**config.mk**
```make
export PLATFORM = sky130hd
export DESIGN_NAME = postfix_stack_evaluator
export DESIGN_NICKNAME = d
export VERILOG_FILES = /design/src/rtl/pse_pkg.sv /design/src/rtl/pse_stack_ram.sv /design/src/rtl/pse_alu.sv /design/src/rtl/postfix_stack_evaluator.sv
export SDC_FILE = /design/constraint.sdc
export NUM_CORES = 2
export LEC_CHECK = 0
export BUFFER_PORTS_ARGS = -buffer_cell sky130_fd_sc_hd__buf_4
export CAP_MARGIN = 10
export CORE_ASPECT_RATIO = 1.5
export CORE_MARGIN = 4
export CORE_UTILIZATION = 55
export DETAILED_ROUTE_END_ITERATION = 8
export PLACE_DENSITY = 0.78
export REMOVE_ABC_BUFFERS = 1
export SLEW_MARGIN = 20
export SYNTH_ARGS = -nofsm -noshare
export SYNTH_HDL_FRONTEND = slang
export SYNTH_SLANG_ARGS = --single-unit
```
**constraint.sdc**
```tcl
create_clock -name clk_i -period 33.8 [get_ports clk_i]
set_input_delay 3.38 -clock clk_i [delete_from_list [all_inputs] [get_ports clk_i]]
set_output_delay 3.38 -clock clk_i [all_outputs]
set_load 0.01 [all_outputs]
```
**src/rtl/pse_pkg.sv**
```systemverilog
// Shared types, constants and helpers for the postfix stack evaluator.
package pse_pkg;

  // Sizes
  localparam int unsigned STACK_DEPTH = 16;
  localparam int unsigned DATA_W      = 32;
  localparam int unsigned OP_W        = 3;
  localparam int unsigned ST_W        = 3;
  localparam int unsigned ADDR_W      = (STACK_DEPTH > 1) ? $clog2(STACK_DEPTH) : 1;
  localparam int unsigned CNT_W       = $clog2(STACK_DEPTH + 1);

  // Divider: Q16.16 dividend is the left operand shifted up by 16
  localparam int unsigned DIVD_W      = DATA_W + 16;
  localparam int unsigned DIV_STEPS   = DIVD_W;
  localparam int unsigned DIV_CNT_W   = $clog2(DIV_STEPS + 1);

  // Operation codes
  localparam logic [OP_W-1:0] OP_PUSH   = 3'd0;
  localparam logic [OP_W-1:0] OP_ADD    = 3'd1;
  localparam logic [OP_W-1:0] OP_SUB    = 3'd2;
  localparam logic [OP_W-1:0] OP_MUL    = 3'd3;
  localparam logic [OP_W-1:0] OP_DIV    = 3'd4;
  localparam logic [OP_W-1:0] OP_FINISH = 3'd5;

  // Status codes
  localparam logic [ST_W-1:0] ST_OK      = 3'd0;
  localparam logic [ST_W-1:0] ST_FEW     = 3'd1;
  localparam logic [ST_W-1:0] ST_DIVZERO = 3'd2;
  localparam logic [ST_W-1:0] ST_UNKNOWN = 3'd3;
  localparam logic [ST_W-1:0] ST_FULL    = 3'd4;

  // Channel payloads
  typedef struct packed {
    logic [OP_W-1:0]          operation;
    logic signed [DATA_W-1:0] value;
  } pse_req_t;

  typedef struct packed {
    logic signed [DATA_W-1:0] result_value;
    logic [ST_W-1:0]          status;
    logic                     is_final;
  } pse_rsp_t;

  // Sequencer <-> arithmetic unit
  typedef struct packed {
    logic            start;
    logic [OP_W-1:0] op;
  } alu_req_t;

  typedef struct packed {
    logic                     done;
    logic signed [DATA_W-1:0] result;
  } alu_rsp_t;

  // State machines
  typedef enum logic [2:0] {
    CTL_IDLE,
    CTL_RD_TOP,
    CTL_RD_NEXT,
    CTL_EXEC,
    CTL_WAIT,
    CTL_DONE
  } ctl_state_e;

  typedef enum logic [2:0] {
    ALU_IDLE,
    ALU_MUL,
    ALU_DIV,
    ALU_FIN,
    ALU_DONE
  } alu_state_e;

  // Saturate a 48-bit signed value to 32 bits
  function automatic logic signed [DATA_W-1:0] sat48(input logic signed [DIVD_W-1:0] v);
    logic signed [DIVD_W-1:0] max_v;
    logic signed [DIVD_W-1:0] min_v;
    max_v = 48'sh0000_7FFF_FFFF;
    min_v = 48'shFFFF_8000_0000;
    if (v > max_v) begin
      return 32'sh7FFF_FFFF;
    end else if (v < min_v) begin
      return 32'sh8000_0000;
    end else begin
      return v[DATA_W-1:0];
    end
  endfunction

endpackage

```
**src/rtl/pse_stack_ram.sv**
```systemverilog
// Operand stack storage: one write port, one registered read port.
module pse_stack_ram
  import pse_pkg::*;
(
  input  logic                     clk_i,
  input  logic                     we_i,
  input  logic [ADDR_W-1:0]        waddr_i,
  input  logic signed [DATA_W-1:0] wdata_i,
  input  logic [ADDR_W-1:0]        raddr_i,
  output logic signed [DATA_W-1:0] rdata_o
);

  logic signed [DATA_W-1:0] mem [STACK_DEPTH];

  // Write port
  always_ff @(posedge clk_i) begin
    if (we_i) begin
      mem[waddr_i] <= wdata_i;
    end
  end

  // Registered read port
  always_ff @(posedge clk_i) begin
    rdata_o <= mem[raddr_i];
  end

endmodule

```
**src/rtl/pse_alu.sv**
```systemverilog
// Shared arithmetic unit: saturating add/sub, multiply, bit-serial divide.
module pse_alu
  import pse_pkg::*;
(
  input  logic                     clk_i,
  input  logic                     rst_ni,
  input  alu_req_t                 req_i,
  input  logic signed [DATA_W-1:0] a_i,
  input  logic signed [DATA_W-1:0] b_i,
  output alu_rsp_t                 rsp_o
);

  alu_state_e state_q, state_d;
  logic [DIV_CNT_W-1:0] cnt_q;

  logic signed [DATA_W-1:0]   res_q;
  logic signed [2*DATA_W-1:0] prod_q;
  logic                       neg_q;
  logic [DIVD_W-1:0]          quo_q;
  logic [DATA_W-1:0]          rem_q;
  logic [DATA_W-1:0]          div_q;

  logic signed [DATA_W:0]   addsub;
  logic [DATA_W-1:0]        a_mag;
  logic [DATA_W-1:0]        b_mag;
  logic [DATA_W:0]          rem_sh;
  logic [DATA_W:0]          rem_diff;
  logic                     rem_ge;
  logic signed [DATA_W-1:0] div_res;

  // Add/subtract on sign-extended operands
  always_comb begin
    if (req_i.op == OP_SUB) begin
      addsub = {a_i[DATA_W-1], a_i} - {b_i[DATA_W-1], b_i};
    end else begin
      addsub = {a_i[DATA_W-1], a_i} + {b_i[DATA_W-1], b_i};
    end
  end

  // Operand magnitudes for the divider
  assign a_mag = a_i[DATA_W-1] ? (~a_i + 1'b1) : a_i;
  assign b_mag = b_i[DATA_W-1] ? (~b_i + 1'b1) : b_i;

  // One restoring-division step
  assign rem_sh   = {rem_q, quo_q[DIVD_W-1]};
  assign rem_ge   = (rem_sh >= {1'b0, div_q});
  assign rem_diff = rem_sh - {1'b0, div_q};

  // Sign and saturate the quotient magnitude
  always_comb begin
    if (neg_q) begin
      if (quo_q > DIVD_W'(48'h0000_8000_0000)) begin
        div_res = 32'sh8000_0000;
      end else begin
        div_res = ~quo_q[DATA_W-1:0] + 1'b1;
      end
    end else begin
      if (quo_q > DIVD_W'(48'h0000_7FFF_FFFF)) begin
        div_res = 32'sh7FFF_FFFF;
      end else begin
        div_res = quo_q[DATA_W-1:0];
      end
    end
  end

  // Next state
  always_comb begin
    state_d = state_q;
    case (state_q)
      ALU_IDLE: begin
        if (req_i.start) begin
          case (req_i.op)
            OP_MUL:  state_d = ALU_MUL;
            OP_DIV:  state_d = ALU_DIV;
            default: state_d = ALU_DONE;
          endcase
        end
      end
      ALU_MUL: state_d = ALU_DONE;
      ALU_DIV: begin
        if (cnt_q == DIV_CNT_W'(DIV_STEPS - 1)) begin
          state_d = ALU_FIN;
        end
      end
      ALU_FIN:  state_d = ALU_DONE;
      ALU_DONE: state_d = ALU_IDLE;
      default:  state_d = ALU_IDLE;
    endcase
  end

  // Outputs
  always_comb begin
    rsp_o.done   = (state_q == ALU_DONE);
    rsp_o.result = res_q;
  end

  // Control registers
  always_ff @(posedge clk_i or negedge rst_ni) begin
    if (!rst_ni) begin
      state_q <= ALU_IDLE;
      cnt_q   <= '0;
    end else begin
      state_q <= state_d;
      if (state_q == ALU_DIV) begin
        cnt_q <= cnt_q + 1'b1;
      end else begin
        cnt_q <= '0;
      end
    end
  end

  // Datapath registers
  always_ff @(posedge clk_i) begin
    case (state_q)
      ALU_IDLE: begin
        if (req_i.start) begin
          res_q  <= sat48(DIVD_W'(addsub));
          prod_q <= a_i * b_i;
          neg_q  <= a_i[DATA_W-1] ^ b_i[DATA_W-1];
          quo_q  <= {a_mag, 16'h0000};
          rem_q  <= '0;
          div_q  <= b_mag;
        end
      end
      ALU_MUL: begin
        // arithmetic shift rounds toward minus infinity
        res_q <= sat48(prod_q[2*DATA_W-1:16]);
      end
      ALU_DIV: begin
        if (rem_ge) begin
          rem_q <= rem_diff[DATA_W-1:0];
        end else begin
          rem_q <= rem_sh[DATA_W-1:0];
        end
        quo_q <= {quo_q[DIVD_W-2:0], rem_ge};
      end
      ALU_FIN: res_q <= div_res;
      default: ;
    endcase
  end

endmodule

```
**src/rtl/postfix_stack_evaluator.sv**
```systemverilog
// Postfix evaluator top level: token sequencer, operand stack and result register.
//
// Usage: each request on the in channel (in_valid_i/in_ready_o, payload
// in_req_i) is one token: push a Q16.16 value, add, subtract, multiply,
// divide or finish. Every request yields exactly one response on the out
// channel (out_valid_o/out_ready_i, payload out_rsp_o) with the value,
// a status code and a flag marking the answer to a finish token.
// One token is processed at a time; in_ready_o is low while it is worked.
// A push, or a token rejected on sight (unknown, too few operands, full
// stack), is answered without the arithmetic unit; finish stops after the
// operand reads, divide by zero at the check that follows. Divide runs
// through the shared arithmetic unit's restoring divider, one quotient
// bit per cycle over 48 bits; operands come from the stack
// RAM's single registered read port, which fetches the two operands in turn.
// A finished response sits in the output register; the next request is
// taken while it waits. A stalled receiver holds the response stable, and
// the sequencer holds one more result until the register frees up.
// Reset (rst_ni, asynchronous, active low) empties the stack and drops
// any pending response. Stack RAM contents are not cleared.
module postfix_stack_evaluator
  import pse_pkg::*;
(
  input  logic     clk_i,
  input  logic     rst_ni,
  input  logic     in_valid_i,
  output logic     in_ready_o,
  input  pse_req_t in_req_i,
  output logic     out_valid_o,
  input  logic     out_ready_i,
  output pse_rsp_t out_rsp_o
);

  ctl_state_e state_q, state_d;
  logic [CNT_W-1:0] count_q;
  logic [OP_W-1:0]  op_q;
  logic signed [DATA_W-1:0] b_q;
  pse_rsp_t res_q;
  pse_rsp_t out_q;
  logic     out_valid_q;

  logic                     in_acc;
  logic                     out_load;
  logic [CNT_W-1:0]         cnt_m1;
  logic [CNT_W-1:0]         cnt_m2;
  logic [ADDR_W-1:0]        top_addr;
  logic [ADDR_W-1:0]        next_addr;
  logic                     full;
  logic                     few;
  logic                     mem_we;
  logic [ADDR_W-1:0]        mem_waddr;
  logic signed [DATA_W-1:0] mem_wdata;
  logic [ADDR_W-1:0]        mem_raddr;
  logic signed [DATA_W-1:0] mem_rdata;
  alu_req_t                 alu_req;
  alu_rsp_t                 alu_rsp;

  // Stack pointers
  assign cnt_m1    = count_q - 1'b1;
  assign cnt_m2    = count_q - CNT_W'(2);
  assign top_addr  = cnt_m1[ADDR_W-1:0];
  assign next_addr = cnt_m2[ADDR_W-1:0];
  assign full      = (count_q >= CNT_W'(STACK_DEPTH));
  assign few       = (count_q < CNT_W'(2));

  assign in_acc   = in_valid_i && in_ready_o;
  assign out_load = (state_q == CTL_DONE) && (!out_valid_q || out_ready_i);

  // Next state
  always_comb begin
    state_d = state_q;
    case (state_q)
      CTL_IDLE: begin
        if (in_valid_i) begin
          case (in_req_i.operation)
            OP_PUSH:   state_d = CTL_DONE;
            OP_FINISH: state_d = (count_q == '0) ? CTL_DONE : CTL_RD_TOP;
            OP_ADD, OP_SUB, OP_MUL, OP_DIV: state_d = few ? CTL_DONE : CTL_RD_TOP;
            default:   state_d = CTL_DONE;
          endcase
        end
      end
      CTL_RD_TOP:  state_d = CTL_RD_NEXT;
      CTL_RD_NEXT: state_d = (op_q == OP_FINISH) ? CTL_DONE : CTL_EXEC;
      CTL_EXEC: begin
        if (op_q == OP_DIV && b_q == '0) begin
          state_d = CTL_DONE;
        end else begin
          state_d = CTL_WAIT;
        end
      end
      CTL_WAIT: begin
        if (alu_rsp.done) begin
          state_d = CTL_DONE;
        end
      end
      CTL_DONE: begin
        if (out_load) begin
          state_d = CTL_IDLE;
        end
      end
      default: state_d = CTL_IDLE;
    endcase
  end

  // Outputs: handshake, stack RAM ports, arithmetic start
  always_comb begin
    in_ready_o    = (state_q == CTL_IDLE);
    mem_we        = 1'b0;
    mem_waddr     = count_q[ADDR_W-1:0];
    mem_wdata     = in_req_i.value;
    mem_raddr     = (state_q == CTL_RD_TOP) ? top_addr : next_addr;
    alu_req.start = 1'b0;
    alu_req.op    = op_q;
    case (state_q)
      CTL_IDLE: begin
        mem_we = in_acc && (in_req_i.operation == OP_PUSH) && !full;
      end
      CTL_EXEC: begin
        alu_req.start = !(op_q == OP_DIV && b_q == '0);
      end
      CTL_WAIT: begin
        mem_we    = alu_rsp.done;
        mem_waddr = next_addr;
        mem_wdata = alu_rsp.result;
      end
      default: ;
    endcase
  end

  // Control registers
  always_ff @(posedge clk_i or negedge rst_ni) begin
    if (!rst_ni) begin
      state_q     <= CTL_IDLE;
      count_q     <= '0;
      out_valid_q <= 1'b0;
    end else begin
      state_q <= state_d;
      if (out_load) begin
        out_valid_q <= 1'b1;
      end else if (out_ready_i) begin
        out_valid_q <= 1'b0;
      end
      case (state_q)
        CTL_IDLE: begin
          if (in_acc) begin
            case (in_req_i.operation)
              OP_PUSH:   count_q <= full ? '0 : count_q + 1'b1;
              OP_FINISH: ;
              OP_ADD, OP_SUB, OP_MUL, OP_DIV: begin
                if (few) begin
                  count_q <= '0;
                end
              end
              default: count_q <= '0;
            endcase
          end
        end
        CTL_RD_NEXT: begin
          if (op_q == OP_FINISH) begin
            count_q <= '0;
          end
        end
        CTL_EXEC: begin
          if (op_q == OP_DIV && b_q == '0) begin
            count_q <= '0;
          end
        end
        CTL_WAIT: begin
          if (alu_rsp.done) begin
            count_q <= cnt_m1;
          end
        end
        default: ;
      endcase
    end
  end

  // Payload registers
  always_ff @(posedge clk_i) begin
    if (out_load) begin
      out_q <= res_q;
    end
    case (state_q)
      CTL_IDLE: begin
        op_q <= in_req_i.operation;
        case (in_req_i.operation)
          OP_PUSH: begin
            res_q.is_final <= 1'b0;
            if (full) begin
              res_q.status       <= ST_FULL;
              res_q.result_value <= '0;
            end else begin
              res_q.status       <= ST_OK;
              res_q.result_value <= in_req_i.value;
            end
          end
          OP_FINISH: begin
            res_q.status       <= ST_FEW;
            res_q.is_final     <= 1'b1;
            res_q.result_value <= '0;
          end
          OP_ADD, OP_SUB, OP_MUL, OP_DIV: begin
            res_q.status       <= ST_FEW;
            res_q.is_final     <= 1'b0;
            res_q.result_value <= '0;
          end
          default: begin
            res_q.status       <= ST_UNKNOWN;
            res_q.is_final     <= 1'b0;
            res_q.result_value <= '0;
          end
        endcase
      end
      CTL_RD_NEXT: begin
        b_q <= mem_rdata;
        if (op_q == OP_FINISH) begin
          res_q.status       <= ST_OK;
          res_q.result_value <= mem_rdata;
        end
      end
      CTL_EXEC: begin
        res_q.status <= ST_DIVZERO;
      end
      CTL_WAIT: begin
        res_q.status       <= ST_OK;
        res_q.result_value <= alu_rsp.result;
      end
      default: ;
    endcase
  end

  assign out_valid_o = out_valid_q;
  assign out_rsp_o   = out_q;

  // Operand stack
  pse_stack_ram u_stack (
    .clk_i   (clk_i),
    .we_i    (mem_we),
    .waddr_i (mem_waddr),
    .wdata_i (mem_wdata),
    .raddr_i (mem_raddr),
    .rdata_o (mem_rdata)
  );

  // Shared arithmetic unit; left operand comes straight from the RAM read
  pse_alu u_alu (
    .clk_i  (clk_i),
    .rst_ni (rst_ni),
    .req_i  (alu_req),
    .a_i    (mem_rdata),
    .b_i    (b_q),
    .rsp_o  (alu_rsp)
  );

endmodule

```
==> run_results.csv <==
group,metric,value,unit
sta,setup-tns-final,0,ns
detailed_routing,wl,213000,µm
final_layout,layout-drive-gt1-share,0.0871,
clock_tree,post_cts_buffers,0,
sta,setup_viol_count_final,0,
floorplan,coreArea,135000,µm²
critical_path,crit_type,"flip-flop to flip-flop",
sta,post-route-period-util,0.283,
yosys,synth_warnings,0,
sta,clock.fmax,105,MHz
hold_path,min_path_type,"flip-flop to flip-flop",
critical_path,endpoint_kind,"flip-flop",
final_layout,finalNonFillerCells,8224,
critical_path,reg2reg_depth,28,
yosys,synth_cell_types,83,
clock_tree,htree_levels,3,
critical_path,cp_slowest_stage_delay,0.86,ns
clock_tree,tritoncts,"built",
critical_path,critPathTopFamily,"adder cells",
critical_path,crit_start,"u_stack.rdata_o[14]",
detailed_routing,vias_per_cell,6.15,
critical_path,worstReg2RegStart,"u_stack.rdata_o[14]",
critical_path,path_buf_inv,8,
critical_path,endpoint,"u_alu.prod_q[56]",
critical_path,r2r_end,"u_alu.prod_q[56]",
yosys,yosysTopAreaCell,"edfxtp_1",
global_route,grt_pass1_vias,54400,
floorplan,initial_utilization,0.554,
yosys,synthesis.area,74600,µm²
global_route,grtUsageTotal,0.308,
critical_path,required,34.21,ns
sta,setup_slack,24.25,ns
yosys,synth_edf_count,812,
sta,slew_headroom,0.200,
yosys,ys_ff_latch,862,
sta,fin_skew,0.0582,ns
global_route,grt_first_pass_wirelength,325000,µm
detailed_routing,wl_per_cell,25.9,µm
sta,period_minus_slack,9.55,ns
final_layout,syn_to_final_growth,7.36,%
critical_path,crit_path_max_fanout,28,
floorplan,die_width,309,µm
run,drv_cap,0,
clock_tree,cts_hold_buf,0,
clock_tree,clock_path_buffers,3,
yosys,synth_top_area_frac,0.327,
placed_design,post-dp-hpwl,148000,µm
critical_path,worstPathArrival,9.96,ns
yosys,synth_area_per_cell,11.5,µm²
critical_path,r2r_slack,24.25,ns
sta,maxSlewViolCount,0,
clock_tree,cts.sinks,862,
yosys,synth_area_leaders,"edfxtp_1 33%, fa_1 29%, inv_1 5.7%",
detailed_routing,drc,0,
clock_tree,cts_resized,0,
floorplan,die-area,142000,µm²
detailed_routing,via_count,50600,
floorplan,ios,77,
sta,holdWs,0.417,ns
global_route,antenna_found_initial,16,
yosys,async_flop_share,0.0209,
yosys,synthCells,6505,
sta,worst_pin_slew,1.20,ns
clock_tree,path_clk_slew,0.07,ns
clock_tree,root_buffer,"clkbuf_16",
sta,hold_viol_final,0,
clock_tree,numCtsBuffers,83,
final_layout,layout_commonest_cell,"inv_1",
final_layout,final_cell_mix,"1134 x inv_1, 1083 x fa_1, 812 x edfxtp_1",
floorplan,row_count,165,
hold_path,hold-path-cell-count,0,
floorplan,die_h,459,µm
sta,rsz0062_at_grt,"false",
placed_design,gp_congestion,1.01,
global_route,grt_max_degree,62,
clock_tree,clock_latency,0.72,ns
status,outcome,"finished, final reports clean",
detailed_routing,antenna_left,0,
placed_design,post-place-ws,24.48,ns
detailed_routing,first_pass_iters,8,
global_route,gr-total-overflow,0,
detailed_routing,drt_iter0_drc,5287,
final_layout,nets,7773,
critical_path,cpMostUsedCell,"fa_1",
yosys,ys_seq_area_frac,0.341,
yosys,synth-main-ff-cell,"edfxtp_1",
critical_path,slowest_stage,"a21oi_1",
critical_path,path_depth,28,
placed_design,port_buffers,76,
placed_design,place_inst,8061,
critical_path,startpoint_type,"flip-flop",
## worst reg2reg max path, delay by kind of cell, from the launching register on
kind / cells / cell delay (ns)
fa+ha+maj: 9 / 4.42
compound gates: 6 / 2.61
buf+inv: 8 / 0.83
simple gates: 4 / 0.73
flops: 1 / 0.54
xor+xnor: 1 / 0.16
## area by class of cell
type	instances	area, µm²
inverters	1135	4260
clock buffers	96	2200
fillers	10300	54700
repair buffers	192	1490
clock inverters	56	793
flip-flops and latches	862	25500
well taps	1753	2190
multi-input cells	4122	43700
diodes	8	20.0
## per-layer routing
metal | track usage | share of wire
met2 | 0.515 | 0.50
met1 | 0.355 | 0.33
met5 | 0 | 0.00013
met3 | 0.0641 | 0.097
met4 | 0.218 | 0.082
## stage by stage
stage | instance area (µm²) | utilization
floorplan | 73200 | -
global placement | 77000 | 0.571
detailed placement | 77000 | 0.571
CTS | 80000 | 0.594
global route | 80100 | 0.594
finish | 80100 | 0.594
## flip-flops by register name, indices dropped and copies added, names as in the netlist
| signal | cells |
|---|---|
| b_q | 32 |
| count_q | 5 |
| op_q | 3 |
| out_rsp_o | 36 |
| out_valid_o | 1 |
| res_q | 36 |
| state_q | 3 |
| u_alu.cnt_q | 6 |
| u_alu.div_q | 32 |
| u_alu.neg_q | 1 |
| u_alu.prod_q | 48 |
| u_alu.quo_q | 48 |
| u_alu.rem_q | 32 |
| u_alu.res_q | 32 |
| u_alu.state_q | 3 |
| u_stack.mem | 512 |
| u_stack.rdata_o | 32 |
## worst min path at each step
stage / start / endpoint / slack (ns)
after detailed placement: res_q[0] / out_rsp_o[0] / 0.40
final: res_q[0] / out_rsp_o[0] / 0.42
after CTS: res_q[0] / out_rsp_o[0] / 0.42
after floorplan: res_q[0] / out_rsp_o[0] / 0.40
after global placement: res_q[18] / out_rsp_o[18] / 0.40
after global routing: res_q[9] / out_rsp_o[9] / 0.44
## cells in the mapped netlist, types with 117 or more instances
cell type     n
nand2_1     755
xnor2_1     117
ha_1        255
o21ai_0     131
clkbuf_1    326
nor2_1      150
inv_1      1135
and2_1      514
fa_1       1083
a21oi_1     165
mux4_2      160
edfxtp_1    812
## logic make-up (layout without fill, tap and decap cells)
group	count (synthesis)	in the layout	synth area share
flops	862	862	0.341
buf+inv	1521	1479	0.0768
fa+ha+maj	1338	1338	0.333
mux	170	170	0.0496
simple gates	1732	1732	0.115
other cells	0	8	0
compound gates	667	667	0.0591
xor+xnor	215	215	0.0252
Power is not shown: default switching activity piles up to over one toggle a cycle in this logic, so the estimate is an artifact.
